<file path="src/hw/rtl/uedf_pkg.sv">
// ----------------------------------------------------------------------------
// uedf_pkg
// Shared widths, result codes, register indices, reset values and the result record of the packet deframer.
// ----------------------------------------------------------------------------
package uedf_pkg;

    localparam int BYTE_W  = 8;
    localparam int WORD_W  = 16;
    localparam int KIND_W  = 3;
    localparam int CFG_IDX_W = 2;

    localparam logic [KIND_W-1:0] KIND_PARAM   = 3'd0;
    localparam logic [KIND_W-1:0] KIND_GOOD    = 3'd1;
    localparam logic [KIND_W-1:0] KIND_BAD_SUM = 3'd2;
    localparam logic [KIND_W-1:0] KIND_LEN_ERR = 3'd3;
    localparam logic [KIND_W-1:0] KIND_TIMEOUT = 3'd4;

    localparam logic [CFG_IDX_W-1:0] CFG_START_BYTE  = 2'd0;
    localparam logic [CFG_IDX_W-1:0] CFG_TIMEOUT     = 2'd1;
    localparam logic [CFG_IDX_W-1:0] CFG_MAX_PARAMS  = 2'd2;

    localparam logic [BYTE_W-1:0] START_BYTE_RST  = 8'd170;
    localparam logic [WORD_W-1:0] TIMEOUT_RST     = 16'd1000;
    localparam logic [WORD_W-1:0] MAX_PARAMS_RST  = 16'd255;

    typedef struct packed {
        logic [KIND_W-1:0] kind;
        logic [BYTE_W-1:0] param_byte;
        logic [WORD_W-1:0] param_index;
        logic [BYTE_W-1:0] packet_opcode;
        logic [WORD_W-1:0] param_count;
        logic              last;
    } t_result;

endpackage

</file>
<file path="src/hw/rtl/uedf_if.sv">
// ----------------------------------------------------------------------------
// uedf_if
// Valid/ready channels of the packet deframer: input requests, results and
// register writes.
// ----------------------------------------------------------------------------
interface uedf_in_if import uedf_pkg::*; ();
    logic              valid;
    logic              ready;
    logic              action;
    logic [BYTE_W-1:0] rx_byte;

    modport source (output valid, output action, output rx_byte, input ready);
    modport sink   (input valid, input action, input rx_byte, output ready);
endinterface

interface uedf_out_if import uedf_pkg::*; ();
    logic              valid;
    logic              ready;
    logic [KIND_W-1:0] kind;
    logic [BYTE_W-1:0] param_byte;
    logic [WORD_W-1:0] param_index;
    logic [BYTE_W-1:0] packet_opcode;
    logic [WORD_W-1:0] param_count;
    logic              last;

    modport source (output valid, output kind, output param_byte, output param_index,
                    output packet_opcode, output param_count, output last,
                    input ready);
    modport sink   (input valid, input kind, input param_byte, input param_index,
                    input packet_opcode, input param_count, input last,
                    output ready);
endinterface

interface uedf_cfg_if import uedf_pkg::*; ();
    logic                 valid;
    logic                 ready;
    logic [CFG_IDX_W-1:0] index;
    logic [WORD_W-1:0]    data;

    modport source (output valid, output index, output data, input ready);
    modport sink   (input valid, input index, input data, output ready);
endinterface

</file>
<file path="src/hw/rtl/uart_event_packet_deframer.sv">
// ----------------------------------------------------------------------------
// uart_event_packet_deframer
// Deframes start/length/opcode/params/checksum packets from a byte and tick
// stream; streams parameter bytes and reports one final status per packet.
// ----------------------------------------------------------------------------
//  channel  dir  payload                                          accepted
//  i_req    in   action, rx_byte                                  valid & ready
//  o_res    out  kind, param_byte, param_index, packet_opcode,    valid & ready
//                param_count, last
//  i_cfg    in   index, data                                      valid & ready
//
//  one request per cycle while the result channel is not stalled; a result leaves through
//  request register, one pass of packet state logic, result register
//  i_rst_n is synchronous, active low; control and register-file registers return to their reset values
//  a stalled result holds the request register, which then holds i_req
//  register writes are always ready
// ----------------------------------------------------------------------------
module uart_event_packet_deframer import uedf_pkg::*; (
    input  logic           i_clk,
    input  logic           i_rst_n,
    uedf_in_if.sink        i_req,
    uedf_out_if.source     o_res,
    uedf_cfg_if.sink       i_cfg
);

    localparam logic [2:0] PH_IDLE   = 3'd0;
    localparam logic [2:0] PH_LEN_HI = 3'd1;
    localparam logic [2:0] PH_LEN_LO = 3'd2;
    localparam logic [2:0] PH_OPCODE = 3'd3;
    localparam logic [2:0] PH_PARAMS = 3'd4;
    localparam logic [2:0] PH_CHECK  = 3'd5;

    logic [BYTE_W-1:0] r_start_byte;
    logic [WORD_W-1:0] r_timeout_reload;
    logic [WORD_W-1:0] r_max_params;

    logic              r_in_valid;
    logic              r_in_action;
    logic [BYTE_W-1:0] r_in_byte;

    logic [2:0]        r_phase,    n_phase;
    logic [WORD_W-1:0] r_count,    n_count;
    logic [BYTE_W-1:0] r_len_hi,   n_len_hi;
    logic [WORD_W-1:0] r_expected, n_expected;
    logic [WORD_W-1:0] r_received, n_received;
    logic [BYTE_W-1:0] r_opcode,   n_opcode;
    logic [BYTE_W-1:0] r_sum,      n_sum;

    logic              r_out_valid;
    t_result           r_out;
    t_result           n_res;
    logic              n_res_valid;

    logic              advance;
    logic [WORD_W-1:0] count_dec;
    logic [WORD_W-1:0] length;
    logic [WORD_W-1:0] length_m1;
    logic [WORD_W-1:0] received_inc;

    assign advance     = r_in_valid && (!r_out_valid || o_res.ready);
    assign i_req.ready = !r_in_valid || advance;
    assign i_cfg.ready = 1'b1;

    assign count_dec    = (r_count != '0) ? r_count - 16'd1 : r_count;
    assign length       = {r_len_hi, r_in_byte};
    assign length_m1    = length - 16'd1;
    assign received_inc = r_received + 16'd1;

    always_comb begin
        n_phase     = r_phase;
        n_count     = r_count;
        n_len_hi    = r_len_hi;
        n_expected  = r_expected;
        n_received  = r_received;
        n_opcode    = r_opcode;
        n_sum       = r_sum;
        n_res_valid = 1'b0;
        n_res       = '{kind: KIND_PARAM, param_byte: '0, param_index: '0,
                        packet_opcode: r_opcode, param_count: r_expected, last: 1'b1};
        if (r_in_action) begin
            if (r_phase != PH_IDLE) begin
                n_count = count_dec;
                if (count_dec == '0) begin
                    n_phase      = PH_IDLE;
                    n_res_valid  = 1'b1;
                    n_res.kind   = KIND_TIMEOUT;
                end
            end
        end else begin
            unique case (r_phase)
                PH_IDLE: begin
                    if (r_in_byte == r_start_byte) begin
                        n_phase    = PH_LEN_HI;
                        n_count    = r_timeout_reload;
                        n_len_hi   = '0;
                        n_expected = '0;
                        n_received = '0;
                        n_opcode   = '0;
                        n_sum      = '0;
                    end
                end
                PH_LEN_HI: begin
                    n_len_hi = r_in_byte;
                    n_sum    = r_sum + r_in_byte;
                    n_phase  = PH_LEN_LO;
                    n_count  = count_dec;
                end
                PH_LEN_LO: begin
                    n_sum   = r_sum + r_in_byte;
                    n_count = count_dec;
                    if (length == '0 || length_m1 > r_max_params) begin
                        n_phase             = PH_IDLE;
                        n_res_valid         = 1'b1;
                        n_res.kind          = KIND_LEN_ERR;
                        n_res.packet_opcode = '0;
                        n_res.param_count   = (length == '0) ? '0 : length_m1;
                    end else begin
                        n_expected = length_m1;
                        n_phase    = PH_OPCODE;
                    end
                end
                PH_OPCODE: begin
                    n_opcode = r_in_byte;
                    n_sum    = r_sum + r_in_byte;
                    n_phase  = (r_expected == '0) ? PH_CHECK : PH_PARAMS;
                    n_count  = count_dec;
                end
                PH_PARAMS: begin
                    n_res_valid       = 1'b1;
                    n_res.kind        = KIND_PARAM;
                    n_res.param_byte  = r_in_byte;
                    n_res.param_index = r_received;
                    n_res.last        = 1'b0;
                    n_sum             = r_sum + r_in_byte;
                    n_received        = received_inc;
                    n_count           = count_dec;
                    if (received_inc >= r_expected) begin
                        n_phase = PH_CHECK;
                    end
                end
                PH_CHECK: begin
                    n_phase     = PH_IDLE;
                    n_count     = count_dec;
                    n_res_valid = 1'b1;
                    n_res.kind  = (BYTE_W'(r_sum + r_in_byte) == '0) ? KIND_GOOD
                                                                     : KIND_BAD_SUM;
                end
                default: begin
                    n_phase = PH_IDLE;
                end
            endcase
        end
    end

    always_ff @(posedge i_clk) begin
        if (!i_rst_n) begin
            r_start_byte     <= START_BYTE_RST;
            r_timeout_reload <= TIMEOUT_RST;
            r_max_params     <= MAX_PARAMS_RST;
        end else if (i_cfg.valid) begin
            case (i_cfg.index)
                CFG_START_BYTE: r_start_byte     <= i_cfg.data[BYTE_W-1:0];
                CFG_TIMEOUT:    r_timeout_reload <= i_cfg.data;
                CFG_MAX_PARAMS: r_max_params     <= i_cfg.data;
                default: ;
            endcase
        end
    end

    always_ff @(posedge i_clk) begin
        if (!i_rst_n) begin
            r_in_valid <= 1'b0;
        end else if (i_req.ready) begin
            r_in_valid <= i_req.valid;
        end
    end

    always_ff @(posedge i_clk) begin
        if (i_req.valid && i_req.ready) begin
            r_in_action <= i_req.action;
            r_in_byte   <= i_req.rx_byte;
        end
    end

    always_ff @(posedge i_clk) begin
        if (!i_rst_n) begin
            r_phase    <= PH_IDLE;
            r_count    <= TIMEOUT_RST;
            r_len_hi   <= '0;
            r_expected <= '0;
            r_received <= '0;
            r_opcode   <= '0;
            r_sum      <= '0;
        end else if (advance) begin
            r_phase    <= n_phase;
            r_count    <= n_count;
            r_len_hi   <= n_len_hi;
            r_expected <= n_expected;
            r_received <= n_received;
            r_opcode   <= n_opcode;
            r_sum      <= n_sum;
        end
    end

    always_ff @(posedge i_clk) begin
        if (!i_rst_n) begin
            r_out_valid <= 1'b0;
        end else if (advance) begin
            r_out_valid <= n_res_valid;
        end else if (o_res.ready) begin
            r_out_valid <= 1'b0;
        end
    end

    always_ff @(posedge i_clk) begin
        if (advance && n_res_valid) begin
            r_out <= n_res;
        end
    end

    assign o_res.valid         = r_out_valid;
    assign o_res.kind          = r_out.kind;
    assign o_res.param_byte    = r_out.param_byte;
    assign o_res.param_index   = r_out.param_index;
    assign o_res.packet_opcode = r_out.packet_opcode;
    assign o_res.param_count   = r_out.param_count;
    assign o_res.last          = r_out.last;

endmodule

</file>
<file path="src/flat_wrapper.sv">
// flat-port wrapper written by rule: the top's interface ports become plain ports
module uart_event_packet_deframer_flat import uedf_pkg::*;
  (i_clk, i_rst_n, i_req_valid, i_req_action, i_req_rx_byte, i_req_ready, o_res_valid, o_res_kind, o_res_param_byte, o_res_param_index, o_res_packet_opcode, o_res_param_count, o_res_last, o_res_ready, i_cfg_valid, i_cfg_index, i_cfg_data, i_cfg_ready);
  uedf_in_if i_req_i ();
  uedf_out_if o_res_i ();
  uedf_cfg_if i_cfg_i ();
  input  logic i_clk;
  input  logic i_rst_n;
  input wire logic [$bits(i_req_i.valid)-1:0] i_req_valid;
  input wire logic [$bits(i_req_i.action)-1:0] i_req_action;
  input wire logic [$bits(i_req_i.rx_byte)-1:0] i_req_rx_byte;
  output wire logic [$bits(i_req_i.ready)-1:0] i_req_ready;
  output wire logic [$bits(o_res_i.valid)-1:0] o_res_valid;
  output wire logic [$bits(o_res_i.kind)-1:0] o_res_kind;
  output wire logic [$bits(o_res_i.param_byte)-1:0] o_res_param_byte;
  output wire logic [$bits(o_res_i.param_index)-1:0] o_res_param_index;
  output wire logic [$bits(o_res_i.packet_opcode)-1:0] o_res_packet_opcode;
  output wire logic [$bits(o_res_i.param_count)-1:0] o_res_param_count;
  output wire logic [$bits(o_res_i.last)-1:0] o_res_last;
  input wire logic [$bits(o_res_i.ready)-1:0] o_res_ready;
  input wire logic [$bits(i_cfg_i.valid)-1:0] i_cfg_valid;
  input wire logic [$bits(i_cfg_i.index)-1:0] i_cfg_index;
  input wire logic [$bits(i_cfg_i.data)-1:0] i_cfg_data;
  output wire logic [$bits(i_cfg_i.ready)-1:0] i_cfg_ready;
  assign i_req_i.valid = i_req_valid;
  assign i_req_i.action = i_req_action;
  assign i_req_i.rx_byte = i_req_rx_byte;
  assign i_req_ready = i_req_i.ready;
  assign o_res_valid = o_res_i.valid;
  assign o_res_kind = o_res_i.kind;
  assign o_res_param_byte = o_res_i.param_byte;
  assign o_res_param_index = o_res_i.param_index;
  assign o_res_packet_opcode = o_res_i.packet_opcode;
  assign o_res_param_count = o_res_i.param_count;
  assign o_res_last = o_res_i.last;
  assign o_res_i.ready = o_res_ready;
  assign i_cfg_i.valid = i_cfg_valid;
  assign i_cfg_i.index = i_cfg_index;
  assign i_cfg_i.data = i_cfg_data;
  assign i_cfg_ready = i_cfg_i.ready;
  uart_event_packet_deframer u_core (.i_clk(i_clk), .i_rst_n(i_rst_n), .i_req(i_req_i), .o_res(o_res_i), .i_cfg(i_cfg_i));
endmodule
</file>
<file path="config.mk">
export PLATFORM = sky130hd
export DESIGN_NAME = uart_event_packet_deframer_flat
export DESIGN_NICKNAME = d
export VERILOG_FILES = /design/src/hw/rtl/uedf_pkg.sv /design/src/hw/rtl/uedf_if.sv /design/src/hw/rtl/uart_event_packet_deframer.sv /design/src/flat_wrapper.sv
export SDC_FILE = /design/constraint.sdc
export NUM_CORES = 1
export LEC_CHECK = 0
export BUFFER_PORTS_ARGS = -buffer_cell sky130_fd_sc_hd__buf_2
export CAP_MARGIN = 0
export CORE_MARGIN = 2
export CORE_UTILIZATION = 48
export CTS_CLUSTER_DIAMETER = 200
export CTS_CLUSTER_SIZE = 28
export DETAILED_ROUTE_END_ITERATION = 6
export PLACE_DENSITY = 0.69
export SKIP_LAST_GASP = 1
export SLEW_MARGIN = 20
export SYNTH_ARGS = -nofsm -noshare
export SYNTH_HDL_FRONTEND = slang
export SYNTH_SLANG_ARGS = --single-unit
</file>
<file path="constraint.sdc">
create_clock -name i_clk -period 9.8 [get_ports i_clk]
set_input_delay 0.98 -clock i_clk [delete_from_list [all_inputs] [get_ports i_clk]]
set_output_delay 0.98 -clock i_clk [all_outputs]
set_load 0.01 [all_outputs]
</file>
Yosys cells after proc, flatten, opt, wreduce, memory -nomap -nowiden

Index checks and enable logic that the tools add are counted.

$lt $le $gt $ge: 2
Mux-type cells: 39
Add/sub/neg operators: 4
Reduce and logical (&&, ||, !) cells: 37
Eq/ne operators: 14
Bitwise gates (word level): 2

Operators with widths:

| operator                                                              | number |
|---|---|
| 16-bit two-way mux                                                    | 7 |
| 16-bit case mux with 2 select lines                                   | 3 |
| 16-bit logical NOT                                                    | 3 |
| 24-bit two-way mux                                                    | 2 |
| 8-bit case mux with 2 select lines                                    | 3 |
| 16-bit by 1-bit subtractor with 16-bit output, second input constant  | 2 |
| 25-bit two-way mux                                                    | 1 |
| 3-bit two-way mux                                                     | 8 |
| 4-bit AND reduction                                                   | 5 |
| 16-bit by 1-bit adder with 16-bit output, second input constant       | 1 |
| 16-bit >= comparator                                                  | 1 |
| 16-bit > comparator                                                   | 1 |
| 16-bit nonzero test                                                   | 1 |
| 3-bit case mux with 5 select lines                                    | 1 |
| 2-bit nonzero test                                                    | 6 |
| 5-bit AND reduction                                                   | 2 |
| 8-bit adder                                                           | 1 |
| 8-bit equality test                                                   | 1 |
| 8-bit logical NOT                                                     | 1 |
| 1-bit two-way mux                                                     | 8 |
| 8-bit two-way mux                                                     | 1 |
| 3-bit by 2-bit equality test with 1-bit output, second input constant | 2 |
| 3-bit equality test, second input constant                            | 2 |
| 2-bit two-way mux                                                     | 3 |
| other kinds (19)                                                      | 32 |

Logic and storage cells: 118
Output and inout bits: 55
Bits of input ports: 32
Register bits after elaboration: 178

Longest topological paths before layout

Gate-level depths: netlist of the first run.

Depth after elaboration: 7
Gate-level depth with buffers: 17
Mapped depth without buffers: 15

Worst setup path after synthesis of the first run

No wires, ideal clock.

Path kind: reg-to-reg
From: register u_core.r_in_byte[6]
To: register u_core.r_out, in the netlist u_core.o_res.kind[0], enable pin
Path buffers: 1
Stages on the path, launching flop included: 16
Required time: 9.338 ns
Path slack: 3.967 ns
Setup time: 0.462 ns
Arrival: 5.371 ns
Period minus slack after synthesis: 5.833 ns
Path through: edfxtp_1 -> clkbuf_1 -> nor4_1 -> nand2b_1 -> nor4_1 -> nor2b_1 -> nand3_1 -> xnor2_1 -> ha_1 -> nand4_1 -> a2111o_1 -> a31oi_1 -> a41o_1 -> nand2_1 -> a21boi_1 -> nor2_1

Longest elaborated chain between the ends: 7
Elaborated cells on any way between the ends: 8
Classes of those cells: add/sub (1); order compare (1); mux (3); reduce/logical (3)

Ends and longest elaborated chain:

| element                                       | RTL line                          | source |
|---|---|---|
| start: declaration                            | uart_event_packet_deframer.sv:39  | `logic [BYTE_W-1:0] r_in_byte;` |
| start signal: assignment                      | uart_event_packet_deframer.sv:181 | `r_in_byte <= i_req.rx_byte;` |
| 16-bit by 1-bit subtractor with 16-bit output | uart_event_packet_deframer.sv:66  | `assign length_m1 = length - 16'd1;` |
| 16-bit > comparator                           | uart_event_packet_deframer.sv:111 | `if (length == '0 \|\| length_m1 > r_max_params) begin` |
| 1-bit logical OR *                            | uart_event_packet_deframer.sv:111 |  |
| 1-bit two-way mux *                           | uart_event_packet_deframer.sv:111 |  |
| 1-bit case mux with 2 select lines *          | uart_event_packet_deframer.sv:90  | `unique case (r_phase)` |
| 1-bit two-way mux *                           | uart_event_packet_deframer.sv:80  | `if (r_in_action) begin` |
| 1-bit logical AND *                           | uart_event_packet_deframer.sv:216 | `if (advance && n_res_valid) begin` |
| end signal: assignment                        | uart_event_packet_deframer.sv:217 | `r_out <= n_res;` |
| end: declaration                              | uart_event_packet_deframer.sv:50  | `t_result r_out;` |

Every way passes the cells marked *; elsewhere a longest branch is shown, timed or not.
A chain may end at the register's enable or synchronous reset.

Worst setup path in the final report of the first run

From: register u_core.r_in_byte[2]
To: register u_core.r_out, in the netlist u_core.o_res.param_count[9], enable pin

Same word-level chain as after synthesis.

==> results of run 1 <==
worst reg2reg max path: stages (launching register included):
cell      delay (ns)
edfxtp_1        0.55
nor4_2          0.65
nand2_1         0.25
nor4_1          0.29
xor2_1          0.34
ha_1            0.20
nand4_1         0.17
a2111o_1        0.42
a31oi_1         0.26
a41o_1          0.20
nand2_1         0.53
a21boi_1        0.37
nor2_4          0.11
buf_4           0.52
path summary, 6_finish.rpt:
check / endpoint / slack [ns] / cells past startpoint
setup reg to reg: u_core.o_res.param_count[9] / 4.52 / 13
hold / removal: u_core.r_opcode[3] / 0.47 / 2
setup / recovery: u_core.o_res.param_count[9] / 4.52 / 13
hold reg to reg: u_core.r_opcode[3] / 0.47 / 2
power groups by stage:
| stage | clock, mW | sequential [mW] | combinational, mW |
|---|---|---|---|
| after floorplan | 0 | 0.790 | 0.0639 |
| after global placement | 0 | 0.798 | 0.0839 |
| after detailed placement | 0 | 0.799 | 0.0844 |
| after CTS | 0.638 | 0.782 | 0.0850 |
| after global routing | 0.669 | 0.784 | 0.0947 |
| final | 0.629 | 0.782 | 0.0847 |
registers in the layout, indices dropped and copies added, names as in the netlist, 3 cells and up:
register	count
u_core.r_phase	3
u_core.r_received	16
u_core.r_expected	16
u_core.r_len_hi	8
u_core.o_res.packet_opcode	8
u_core.r_opcode	8
u_core.r_timeout_reload	16
u_core.o_res.param_byte	8
u_core.r_in_byte	8
u_core.o_res.param_count	16
u_core.r_count	16
u_core.r_start_byte	8
u_core.r_max_params	16
u_core.o_res.param_index	16
u_core.r_sum	8
u_core.o_res.kind	3
synth_stat cells, types with 12 or more instances:
library cell and count:
nand2_1 145, dfxtp_1 117, edfxtp_1 61, nor2_1 53
o21ai_0 53, clkbuf_1 50, nor2b_1 45, ha_1 44
inv_1 44, and2_1 39, nand3_1 38, a21oi_1 31
xnor2_1 25, nand2b_1 24, a21boi_0 22, and3_1 22
nor3_1 21, o21ai_1 19, a22oi_1 18, a22o_1 14
a21boi_1 12, nor4_1 12, o211ai_1 12
area by class of cell:
class / count / area, um^2
Fill cell: 1780 / 8820
Multi-Input combinational cell: 779 / 4940
Sequential cell: 178 / 4170
Timing Repair Buffer: 94 / 493
Clock buffer: 18 / 429
Tap cell: 265 / 332
Inverter: 44 / 165
Clock inverter: 14 / 108
metal layers:
metal,up-vias,share of wire (%)
met3,30,4.6
met2,210,45
met1,3646,49
met5,-,0
li1,3864,-
met4,0,1.7
metrics by stage:
| stage | cell area [um^2] | total power [mW] | std cells | util, % |
|---|---|---|---|---|
| final | 10600 | 1.50 | 1392 | 54.7 |
| after global routing | 10600 | 1.55 | 1392 | 54.7 |
| after CTS | 10600 | 1.50 | 1392 | 54.7 |
| after detailed placement | 10100 | 0.883 | 1360 | 51.9 |
| after global placement | 10100 | 0.882 | 1360 | 51.9 |
| after floorplan | 9540 | 0.854 | 1065 | - |
cells by family after synthesis:
kind of cell / Yosys count / share of synthesized area, %
and+or+nand+nor: 449 / 24.5
AOI/OAI and AO/OA: 236 / 16.6
adders and majority gates: 45 / 5.98
DFF: 178 / 43.8
muxes: 12 / 1.27
other: 1 / 0.0393
xor gates and xnor gates: 36 / 3.31
buffers and inverters: 108 / 4.59
==> impl_metrics.csv, run 1 <==
group,metric,value,unit
outcome,status,"completed",
floorplan,die_y,145,um
clock_tree,htree_num_levels,4,
global_route,grt_max_degree,87,
pwr,intPower,1.13,mW
synthesis,synth_fp_nets,1142,
critical_path,slowest_delay,0.65,ns
critical_path,worst-path-buf-inv,1,
pwr,p_sw,0.366,mW
placement,io_buffers,85,
global_route,grt_pass1_vias,7178,
global_route,top_usage_layer,"met2",
synthesis,synth_top_area_share,24.6,%
pwr,pwr-share-seq,52.3,%
critical_path,slowest_stage,"nor4_2",
synthesis,yosys_warnings,0,
clock_tree,cts_resized,0,
route,vias,7750,
final_layout,layout-drive-gt1-share,12.7,%
final_layout,n_antenna_cell,0,
job,maxCapViolations,0,
route,ant_nets,0,
synthesis,syn_area,9540,um^2
global_route,gr-usage-all-layers,22.3,%
sta,min_period_over_period,53.8,%
clock_tree,clk_latency,0.43,ns
synthesis,ys_seq_elements,178,
pwr,switching_share,24.5,%
global_route,grt_pass1_wl,37800,um
final_layout,syn2layout_area_growth,11.5,%
pwr,leakagePower,4.10,nW
floorplan,rows,51,
global_route,grt-ovfl-total,0,
hold_path,hold_path_class,"flip-flop to flip-flop",
route,firstDrtPassIters,5,
route,drt_iter0_drc,649,
critical_path,cp.required,9.86,ns
synthesis,seq_area_frac_synth,43.8,%
pwr,clockPowerShare,42.0,%
clock_tree,clk_path_buf_depth,2,
route,viasPerCell,5.57,
floorplan,fp.dieArea,21000,um^2
final_layout,nets,1191,
clock_tree,cts_tree,"yes",
synthesis,synth_cell_types,74,
sta,fin_hold_ws,0.466,ns
sta,tightestPinTransition,0.925,ns
sta,max_clock_freq,0.190,GHz
critical_path,critical_path_peak_fanout,52,
sta,rsz0062_at_grt,"false",
synthesis,yosysTopAreaCell,"dfxtp_1",
clock_tree,cts.sink_count,178,
placement,place_ws,4.57,ns
critical_path,end_kind,"flip-flop",
placement,place_hpwl,16600,um
floorplan,pin_count,87,
clock_tree,clk_pin_slew,0.07,ns
critical_path,startpoint,"u_core.r_in_byte[2]",
critical_path,cp-start-kind,"flip-flop",
pwr,p_comb_share,5.7,%
sta,setup_slack,4.52,ns
critical_path,crit_chain,"nor4_2, nand2_1, nor4_1, xor2_1, ha_1, nand4_1, a2111o_1, a31oi_1, a41o_1, nand2_1, a21boi_1, nor2_4, buf_4",
route,wl_per_cell,16.6,um
hold_path,hp-start,"u_core.r_opcode[3]",
critical_path,r2r_start,"u_core.r_in_byte[2]",
floorplan,initial_utilization,49.0,%
placement,finalWeightedCongestion,0.879,
sta,fin_setup_tns,0,ns
pwr,ir_drop,0.118,mV
critical_path,critPathKind,"flip-flop to flip-flop",
synthesis,async_flop_share,0,%
synthesis,synth_edf_count,61,
critical_path,path_common_cell,"nand2_1",
final_layout,mostFrequentLayoutCells,"nand2_1, dfxtp_1, buf_2, edfxtp_1, o21ai_0",
global_route,antenna_found_initial,0,
floorplan,die_w,145,um
clock_tree,postCtsHoldBufs,0,
sta,final_max_slew_viol_count,0,
critical_path,cpLargestDelayFamily,"simple AND/OR/NAND/NOR gates",
route,drcViolationCount,0,
sta,maxSlewHeadroom,38.2,%
global_route,grt.met1_usage,32.0,%
sta,setup_viol,0,
clock_tree,numCtsBuffers,17,
pwr,powerDensity,141,nW/um^2
final_layout,final_common_cell,"nand2_1",
synthesis,synth.area.top_cells,"dfxtp_1, edfxtp_1, ha_1",
synthesis,synth_cells,1065,
global_route,met3_usage,3.77,%
sta,finalHoldViolCount,0,
critical_path,critPathArrivalTime,5.34,ns
route,wl,23100,um
synthesis,avgSynthCellArea,8.95,um^2
clock_tree,cts_setup_buffers,0,
sta,fin_crit,5.28,ns
clock_tree,cts_root_buffer,"clkbuf_16",
sta,finClkSkew,0.0107,ns
synthesis,ys.flop_type,"dfxtp_1",
global_route,met2_usage,34.6,%
floorplan,core,19500,um^2
No activity file was read; power rests on OpenSTA's default activity.
==> run 2, diff against run 1 <==
clock period = 5.3 ns   (was 9.8 ns; I/O delays follow)
==> impl_metrics.csv, run 2 (synthesis gave the netlist of run 1 again) <==
group,metric,value,unit
clock_tree,cts_tree,"yes",
pwr,powerDensity,266,nW/um^2
route,drt_iter0_drc,625,
sta,finClkSkew,0.0106,ns
route,wl,23800,um
route,ant_nets,0,
route,vias,7813,
pwr,total_power,2.84,mW
placement,place_hpwl,16900,um
route,wl_per_cell,17.1,um
global_route,grt_pass1_wl,38700,um
clock_tree,clk_pin_slew,0.07,ns
pwr,ir_drop,0.229,mV
critical_path,critPathKind,"flip-flop to flip-flop",
final_layout,layout-drive-gt1-share,12.8,%
final_layout,postLayoutCoreUtil,54.9,%
placement,place_ws,0.719,ns
sta,fin_setup_tns,0,ns
global_route,grt-ovfl-total,0,
critical_path,critPathArrivalTime,4.74,ns
sta,min_period_over_period,87.1,%
route,firstDrtPassIters,5,
global_route,grt_max_degree,73,
floorplan,fp.dieArea,21000,um^2
final_layout,n_antenna_cell,0,
clock_tree,clk_latency,0.44,ns
global_route,antenna_found_initial,0,
critical_path,cp.required,5.42,ns
floorplan,rows,51,
clock_tree,cts.sink_count,178,
sta,setup_slack,0.683,ns
clock_tree,cts_setup_buffers,0,
sta,setup_viol,0,
global_route,grt_pass1_vias,7280,
floorplan,die_y,145,um
critical_path,end_kind,"flip-flop",
critical_path,cp-start-kind,"flip-flop",
sta,maxSlewHeadroom,31.6,%
final_layout,final_common_cell,"nand2_1",
sta,rsz0062_at_grt,"false",
clock_tree,htree_num_levels,4,
sta,finalHoldViolCount,0,
placement,io_buffers,85,
sta,fin_hold_ws,0.263,ns
floorplan,initial_utilization,49.0,%
sta,final_max_slew_viol_count,0,
job,maxCapViolations,0,
floorplan,pin_count,87,
final_layout,mostFrequentLayoutCells,"nand2_1, dfxtp_1, buf_2, edfxtp_1, o21ai_0",
clock_tree,cts_resized,0,
hold_path,hold_path_class,"primary input to flip-flop",
clock_tree,cts_root_buffer,"clkbuf_16",
outcome,status,"completed",
pwr,leakagePower,4.12,nW
clock_tree,numCtsBuffers,17,
floorplan,die_w,145,um
placement,finalWeightedCongestion,0.900,
final_layout,nets,1191,
clock_tree,postCtsHoldBufs,0,
route,viasPerCell,5.61,
sta,max_clock_freq,0.217,GHz
floorplan,core,19500,um^2
sta,fin_crit,4.62,ns
critical_path,critical_path_peak_fanout,39,
route,drcViolationCount,0,
global_route,gr-usage-all-layers,22.8,%
clock_tree,clk_path_buf_depth,2,
sta,tightestPinTransition,1.02,ns
final_layout,syn2layout_area_growth,12.0,%
[run 2: cell types whose count changed in the layout (fill, tap and decap cells not counted), sizes merged]
| cell | previous run | this run |
|---|---|---|
| inv | 49 | 50 |
| clkinv | 7 | 3 |
| bufinv | 0 | 1 |
| clkbuf | 18 | 20 |
[run 2: critical path: stages (launching register included)]
cell	delay, ns
edfxtp_1	0.54
nor4_1	0.38
nand2b_1	0.16
nor4_1	0.24
nor2b_1	0.25
nand3_1	0.11
xnor2_1	0.22
ha_1	0.34
nand4_1	0.18
a2111o_1	0.43
a31oi_1	0.27
a41o_1	0.20
nand2_1	0.09
a21boi_1	0.16
nor2_4	0.40
buf_12	0.28
[run 2: path summary, 6_finish.rpt]
path,depth (start not counted),slack [ns],to,from
worst max-delay path,15,0.68,u_core.o_res.param_byte[0],u_core.r_in_byte[7]
worst min-delay path,1,0.26,u_core.r_in_byte[3],i_req_rx_byte[3]
worst max register to register,15,0.68,u_core.o_res.param_byte[0],u_core.r_in_byte[7]
worst min register to register,2,0.47,u_core.r_opcode[3],u_core.r_opcode[3]
[run 2: per-stage QoR]
stage | std cells | cell area (um^2)
2_1_floorplan | 1065 | 9540
3_3_place_gp | 1360 | 10100
3_5_place_dp | 1360 | 10100
4_1_cts | 1392 | 10700
5_1_grt | 1392 | 10700
6_report | 1392 | 10700
[run 2: routing by layer]
layer | vias up | wire [um] | track usage, % | part of all wire, %
met1 | 3677 | 11500 | 32.6 | 48
met3 | 44 | 1240 | 4.78 | 5.2
met2 | 224 | 10500 | 34.5 | 44
met5 | - | 0 | 0 | 0
met4 | 0 | 553 | 7.48 | 2.3
li1 | 3868 | - | - | -
[run 2: power by group]
group / internal, mW / total (mW) / leakage (nW) / switching [mW]
combinational: 0.0615 / 0.162 / 2.29 / 0.101
clock: 0.670 / 1.23 / 0.274 / 0.561
sequential: 1.42 / 1.45 / 1.55 / 0.0248
[run 2: cell type report]
type | count | area (um^2)
Clock buffer | 20 | 447
Clock inverter | 12 | 119
Fill cell | 1772 | 8780
Inverter | 44 | 165
Multi-Input combinational cell | 779 | 4940
Sequential cell | 178 | 4170
Tap cell | 265 | 332
Timing Repair Buffer | 94 | 505
==> run 3, diff against run 2 <==
CORE_ASPECT_RATIO = 1.5   (was unset)
PLACE_DENSITY = unset   (was 0.69)
PLACE_DENSITY_LB_ADDON = 0.1   (was unset)
==> impl_metrics.csv, run 3 (synthesis gave the netlist of run 1 again) <==
group,metric,value,unit
placement,io_buffers,85,
clock_tree,cts.sink_count,178,
global_route,grt_pass1_vias,7410,
final_layout,nets,1194,
route,ant_nets,0,
critical_path,slowest_stage,"edfxtp_1",
pwr,ir_drop,0.184,mV
clock_tree,cts_tree,"yes",
outcome,status,"completed",
clock_tree,cts_resized,0,
job,maxCapViolations,0,
critical_path,path_common_cell,"nor4_1",
global_route,antenna_found_initial,0,
pwr,powerDensity,263,nW/um^2
hold_path,hold_path_class,"primary input to flip-flop",
global_route,grt_pass1_wl,39600,um
route,wl_per_cell,18.1,um
sta,tightestPinTransition,0.950,ns
clock_tree,clk_path_buf_depth,2,
final_layout,final_common_cell,"nand2_1",
floorplan,rows,63,
pwr,leakagePower,4.11,nW
critical_path,critPathArrivalTime,4.65,ns
critical_path,ff2ff_setup_slack,0.74,ns
clock_tree,clk_pin_slew,0.06,ns
route,vias,7761,
final_layout,layout-drive-gt1-share,12.8,%
floorplan,core,19600,um^2
sta,final_max_slew_viol_count,0,
floorplan,die_w,119,um
placement,dp_cells,1358,
placement,place_hpwl,18600,um
final_layout,instances_no_fill,1390,
final_layout,n_antenna_cell,0,
global_route,gr-usage-all-layers,24.6,%
final_layout,seqCellArea,4170,um^2
critical_path,startpoint,"u_core.r_in_byte[7]",
critical_path,critPathKind,"flip-flop to flip-flop",
final_layout,fillCellCount,1842,
pwr,p_comb_share,5.9,%
critical_path,r2r_cells,15,
route,drcViolationCount,0,
pwr,p_sw,0.670,mW
critical_path,r2r_start,"u_core.r_in_byte[7]",
sta,max_clock_freq,0.219,GHz
clock_tree,postCtsHoldBufs,0,
critical_path,crit_chain,"nor4_1, nand2b_1, nor4_1, nor2b_1, nand3_1, xnor2_1, ha_1, nand4_1, a2111o_1, a31oi_1, a41o_1, nand2_1, a21boi_1, nor2_4, buf_4",
clock_tree,cts_root_buffer,"clkbuf_16",
pwr,clockPowerShare,42.4,%
pwr,switching_share,23.9,%
sta,maxSlewHeadroom,36.5,%
sta,finalHoldViolCount,0,
sta,finClkSkew,0.00956,ns
sta,fin_setup_tns,0,ns
hold_path,min_path_cells,1,
final_layout,syn2layout_area_growth,11.8,%
route,drt_iter0_drc,415,
critical_path,critical_path_peak_fanout,37,
route,firstDrtPassIters,5,
route,wl,25100,um
sta,fin_crit,4.56,ns
floorplan,pin_count,87,
critical_path,reg2reg_to,"u_core.o_res.param_index[5]",
critical_path,cp-start-kind,"flip-flop",
global_route,grt_max_degree,69,
pwr,intPower,2.13,mW
floorplan,die_y,177,um
critical_path,end_kind,"flip-flop",
clock_tree,cts_setup_buffers,0,
sta,rsz0062_at_grt,"false",
final_layout,mostFrequentLayoutCells,"nand2_1, dfxtp_1, buf_2, edfxtp_1, o21ai_0",
placement,finalWeightedCongestion,0.948,
sta,setup_viol,0,
final_layout,multi_input_area,4940,um^2
floorplan,fp.dieArea,21000,um^2
clock_tree,clk_latency,0.44,ns
pwr,pwr-share-seq,51.7,%
clock_tree,numCtsBuffers,17,
sta,min_period_over_period,86.1,%
critical_path,cp.required,5.38,ns
critical_path,slowest_delay,0.59,ns
clock_tree,htree_num_levels,4,
floorplan,initial_utilization,48.6,%
critical_path,endpoint,"u_core.o_res.param_index[5]",
global_route,grt-ovfl-total,0,
hold_path,hp-start,"i_req_rx_byte[1]",
route,viasPerCell,5.58,
[run 3: power by group through the flow]
stage          combinational, mW  clock (mW)  sequential [mW]
2_1_floorplan              0.118           0             1.46
3_3_place_gp               0.165           0             1.48
3_5_place_dp               0.166           0             1.48
4_1_cts                    0.167        1.22             1.45
5_1_grt                    0.181        1.27             1.45
6_report                   0.164        1.19             1.45
[run 3: how the worst min path moves through the flow]
stage	to	slack (ns)
final	u_core.r_in_byte[1]	0.27
after global routing	u_core.r_in_byte[1]	0.24
after CTS	u_core.r_in_byte[1]	0.24
after detailed placement	u_core.r_max_params[10]	0.46
after global placement	u_core.r_opcode[1]	0.45
after floorplan	u_core.r_opcode[0]	0.44
[run 3: per-stage QoR]
step	total power [mW]	area (um^2)	setup slack, ns	utilization, %	hold slack (ns)
final	2.80	10700	0.736	54.3	0.265
after global routing	2.90	10700	0.228	54.3	0.242
after CTS	2.83	10700	0.752	54.3	0.242
after detailed placement	1.64	10100	0.761	51.5	0.459
after global placement	1.64	10100	0.874	51.5	0.451
after floorplan	1.58	9540	0.325	-	0.439
[run 3: layer usage]
metal,vias to the layer above,global-route usage (%),wire length [um]
li1,3867,-,-
met1,3662,26.7,9780
met2,178,45.7,13600
met3,54,4.64,751
met4,0,11.3,938
met5,-,0,0
[run 3: cell type report]
type | count | share of cell area [%]
flip-flops and latches | 178 | 39.1
multi-input cells | 779 | 46.3
well taps | 260 | 3.05
clock inverters | 12 | 1.02
inverters | 44 | 1.55
clock buffers | 20 | 4.10
repair buffers | 97 | 4.83
[run 3: critical path: cells and delay by family, from the launching register on]
family | cells | cell delay, ns
simple gates | 8 | 1.58
compound gates | 4 | 1.06
flops | 1 | 0.59
buf+inv | 1 | 0.41
fa+ha+maj | 1 | 0.34
xor+xnor | 1 | 0.21
